==> src/design/mcoc_pkg.sv <==
// Shared types, constants and saturating arithmetic for the matrix chain cost block.
`timescale 1ns / 1ps
`default_nettype none

package mcoc_pkg;

  localparam int DIM_IN_W = 12;
  localparam int COST_W   = 48;

  localparam logic [COST_W-1:0] COST_MAX = {COST_W{1'b1}};

  typedef struct packed {
    logic [DIM_IN_W-1:0] dimension;
    logic                last;
  } request_t;

  typedef struct packed {
    logic [COST_W-1:0] min_cost;
    logic              overflow;
  } result_t;

  typedef struct packed {
    logic valid;
    logic head;
    logic first;
    logic last;
  } step_t;

  function automatic logic [COST_W-1:0] sat_add(input logic [COST_W-1:0] a,
                                                input logic [COST_W-1:0] b);
    logic [COST_W:0] s;
    s = {1'b0, a} + {1'b0, b};
    return s[COST_W] ? COST_MAX : s[COST_W-1:0];
  endfunction

endpackage

`default_nettype wire

==> src/design/mcoc_seq.sv <==
// Sequencer that walks chain length, interval and split point for the cost pipeline.
`timescale 1ns / 1ps
`default_nettype none

module mcoc_seq import mcoc_pkg::*; #(
  parameter int MAX_MATRICES = 32
) (
  input  wire logic                                    clk,
  input  wire logic                                    rst,
  input  wire logic                                    go,
  input  wire logic [$clog2(MAX_MATRICES+1)-1:0]       nmat,
  input  wire logic                                    pipe_busy,
  output step_t                                        step,
  output logic [((MAX_MATRICES > 1) ? $clog2(MAX_MATRICES) : 1)-1:0] i,
  output logic [((MAX_MATRICES > 1) ? $clog2(MAX_MATRICES) : 1)-1:0] j,
  output logic [((MAX_MATRICES > 1) ? $clog2(MAX_MATRICES) : 1)-1:0] k,
  output logic                                         done
);

  localparam int IW = (MAX_MATRICES > 1) ? $clog2(MAX_MATRICES) : 1;
  localparam int LW = $clog2(MAX_MATRICES + 1);

  typedef enum logic [2:0] {
    S_IDLE,
    S_HEAD,
    S_ISSUE,
    S_DRAIN,
    S_FINISH
  } state_t;

  state_t        state;
  logic [LW-1:0] len;
  logic [LW-1:0] n;
  logic          k_last;
  logic          j_end;

  assign k_last = ((k + 1'b1) == j);
  assign j_end  = ((LW'(j) + 1'b1) == n);

  always_comb begin
    step.valid = (state == S_HEAD) || (state == S_ISSUE);
    step.head  = (state == S_HEAD);
    step.first = (state == S_ISSUE) && (k == i);
    step.last  = (state == S_ISSUE) && k_last;
  end

  always_ff @(posedge clk) begin
    if (rst) begin
      state <= S_IDLE;
      done  <= 1'b0;
      len   <= '0;
      n     <= '0;
      i     <= '0;
      j     <= '0;
      k     <= '0;
    end else begin
      done <= 1'b0;
      unique case (state)
        S_IDLE: begin
          if (go) begin
            n     <= nmat;
            len   <= LW'(2);
            i     <= '0;
            j     <= IW'(1);
            state <= S_HEAD;
          end
        end
        S_HEAD: begin
          k     <= i;
          state <= S_ISSUE;
        end
        S_ISSUE: begin
          if (k_last) begin
            if (j_end) begin
              state <= (len == n) ? S_FINISH : S_DRAIN;
            end else begin
              i     <= i + 1'b1;
              j     <= j + 1'b1;
              state <= S_HEAD;
            end
          end else begin
            k <= k + 1'b1;
          end
        end
        S_DRAIN: begin
          if (!pipe_busy) begin
            len   <= len + 1'b1;
            i     <= '0;
            j     <= IW'(len);
            state <= S_HEAD;
          end
        end
        S_FINISH: begin
          if (!pipe_busy) begin
            done  <= 1'b1;
            state <= S_IDLE;
          end
        end
        default: state <= S_IDLE;
      endcase
    end
  end

  a_split_in_range: assert property (@(posedge clk) disable iff (rst)
    (step.valid && !step.head) |-> ((i <= k) && (k < j)))
    else $error("split point outside its interval");

  a_done_drained: assert property (@(posedge clk) disable iff (rst)
    done |-> !pipe_busy)
    else $error("chain finished with steps still in flight");

endmodule

`default_nettype wire

==> config.mk <==
export PLATFORM = sky130hd
export DESIGN_NAME = mcoc_seq
export DESIGN_NICKNAME = d
export VERILOG_FILES = /design/src/design/mcoc_pkg.sv /design/src/design/mcoc_seq.sv
export SDC_FILE = /design/constraint.sdc
export NUM_CORES = 1
export LEC_CHECK = 0
export ABC_AREA = 1
export BUFFER_PORTS_ARGS = -buffer_cell sky130_fd_sc_hd__clkbuf_2
export CAP_MARGIN = 20
export CORE_MARGIN = 5
export CORE_UTILIZATION = 55
export DETAILED_ROUTE_END_ITERATION = 8
export PLACE_DENSITY = 0.79
export SYNTH_ARGS = -nofsm -noshare
export SYNTH_HDL_FRONTEND = slang
export SYNTH_SLANG_ARGS = --single-unit
==> constraint.sdc <==
create_clock -name clk -period 2 [get_ports clk]
set_input_delay 0.4 -clock clk [delete_from_list [all_inputs] [get_ports clk]]
set_output_delay 0.4 -clock clk [all_outputs]
set_load 0.02 [all_outputs]
==> qor.yml <==
synthMostInstantiatedCell: "nand2_1"
setup.worst_path.start: "i[1]"
setup_viol: 1
ios: 30
antenna_found_initial: 0
synthFlopType: "dfxtp_1"
slowest_stage: "dfxtp_4"
tightest_slew_ps: 449
dr.first_iter.drc_count: 147
root_buffer: "clkbuf_8"
core_area_sq_um: 3610
cap_viol_max_count: 0
power_leakage_nw: 1.17
cp_max_fo: 4
dp_cells: 403
dpl-instance-area_sq_um: 2250
violations: "negative setup slack"
slew_headroom_pct: 70.0
vias: 2153
fmax_mhz: 497
period_share_pct: 101
final_area_sq_um: 2480
start_util_pct: 56.2
io_buffers: 29
cts_tree: "built"
final_nets: 384
vias_per_cell: 5.14
ys_top_cells_by_count: "nand2_1 (91), nor2_1 (39), inv_1 (35)"
r2r-start: "k[1]"
finalCriticalPeriod_ps: 2010
drc: 0
n_antenna_cell: 0
end_kind: "output port"
die_height_microns: 70.7
peakVddDrop_mv: 0.737
reg2reg_to: "j[1]"
ys_seq_area_share_pct: 30.6
die_area_sq_um: 5000
wirelength_microns: 5130
worstSetupPathType: "register to output port"
powerDensity_nw_per_um2: 1520
row_count: 22
first_pass_iters: 4
skew_ps: 7.73
clockBufferDepth: 2
drive_above_1_share_pct: 24.5
path_clk_slew_ps: 60
grt_max_degree: 17
ant_nets: 0
synth_top_area_share_pct: 30.6
grt_pass1_wl_microns: 8720
die_w_microns: 70.7
cpPeakStageDelay_ps: 360
finalWorstSetupSlack_ps: -13.5
hold_viol: 0
crit_chain: "inv_2 > nand2_1 > o21ai_1 > nor2_1 > nand4_1 > a2111oi_4 > buf_4"
wl_per_cell_microns: 12.2
synth.distinct_cells: 32
ys_ff_latch: 31
gr-total-overflow: 0
avgSynthCellArea_sq_um: 6.21
syn-num-nets: 340
rrSetupSlack_ps: 150
final_cells: 419
cp-start-kind: "register"
synth-edff-count: 0
ys_warn_count: 0
endpoint: "step[1]"
clock_latency_ps: 280
async_flop_share_pct: 0
area_growth_pct: 22.2
status: "finished with violations"
min_path_type: "primary input to register"
cts_made_buffers: 5
syn_inst: 326
dp_hpwl_microns: 3870
reg2reg_depth: 15
cp.required_ps: 1600
cts.sinks: 31
rsz0062_at_grt: "true"
synth_area_leader_cell: "dfxtp_1"
syn_area_sq_um: 2030
gp_congestion: 0.863
grt_util_all_layers_pct: 21.2
synth.area.top_cells: "dfxtp_1 (31%), nand2_1 (17%), nor2_1 (7.2%)"
worstPathArrival_ps: 1610
htreeDepth: 2
setup-tns-final_ps: -13.5
grt_pass1_vias: 1916
finalMaxSlewViolations: 0
-- metal layers --
metal	vias up	GRT usage (%)	wire length, microns
met2	62	34.0	2430
met5	-	0	0
li1	1142	-	-
met1	937	27.8	2300
met4	0	9.19	118
met3	12	3.98	287
-- registers in the layout (all words and copies together), names as in the netlist --
signal / cells
k: 5
j: 5
state: 3
done: 1
i: 5
len: 6
n: 6
-- cell families (layout without fill, tap and decap cells) --
family / Yosys count / count (layout) / synth area share (%)
adders and majority gates: 4 / 4 / 2.47
xor gates and xnor gates: 5 / 5 / 2.16
buffers and inverters: 50 / 95 / 9.94
DFF: 31 / 31 / 30.6
and+or+nand+nor: 187 / 187 / 41.8
AOI/OAI and AO/OA: 49 / 49 / 13.0
-- layout by cell type, fill, tap and decap left out, drive strengths merged --
| cell type | instances |
|---|---|
| a2111oi | 1 |
| a211oi | 2 |
| a21oi | 17 |
| a22oi | 1 |
| buf | 16 |
| clkbuf | 35 |
| clkinv | 1 |
| dfxtp | 31 |
| ha | 4 |
| inv | 43 |
| nand2 | 95 |
| nand3 | 23 |
| nand4 | 9 |
| nor2 | 45 |
| nor3 | 11 |
| nor3b | 1 |
| o21ai | 25 |
| o21bai | 2 |
| o22ai | 1 |
| or2 | 3 |
| xnor2 | 1 |
| xor2 | 4 |
-- per-stage QoR --
step / setup WS, ps / hold slack, ps / util [%] / power [mW]
3_3_place_gp: 186 / 496 / 62.4 / 3.02
2_1_floorplan: 34.7 / 469 / - / 2.59
4_1_cts: -18.3 / 325 / 66.7 / 3.65
6_report: -13.5 / 334 / 68.7 / 3.77
3_5_place_dp: 94.7 / 501 / 62.4 / 3.06
5_1_grt: -79.9 / 343 / 68.7 / 4.13
-- power by group --
| group | switching, mW | leakage (nW) | internal (mW) |
|---|---|---|---|
| logic | 1.43 | 0.865 | 0.829 |
| registers | 0.221 | 0.259 | 0.830 |
| clock network | 0.221 | 0.0422 | 0.244 |
| total | 1.87 | 1.17 | 1.90 |
-- worst min path at each step --
stage                   to  startpoint  depth (start not counted)
floorplan             n[3]        n[3]                          2
global placement      n[2]        n[2]                          2
detailed placement  len[5]      len[5]                          2
CTS                   done   pipe_busy                          2
global route          done   pipe_busy                          2
finish                done   pipe_busy                          2
-- timing repair --
item | CTS | global route
hold buffers | 0 | 0
buffers inserted | 4 | 4
endpoints found under the setup margin | 2 | 2
pin swaps | 2 | 11
gates cloned | 0 | 0
hold endpoints to repair | 0 | 0
resized for setup | 16 | 15
-- critical path, delay by kind of cell (launching register included) --
family	cells	cell delay (ps)
AOI/OAI and AO/OA	2	380
buffers and inverters	2	250
DFF	1	360
and+or+nand+nor	3	340
-- area by class of cell --
cell class	instances	area (sq um)
repair buffers	44	273
fillers	325	1130
clock inverters	1	5.00
clock buffers	7	76.3
well taps	48	60.1
flip-flops and latches	31	641
inverters	43	161
multi-input cells	245	1260
Note: power is estimated with default switching activity, not from simulation.
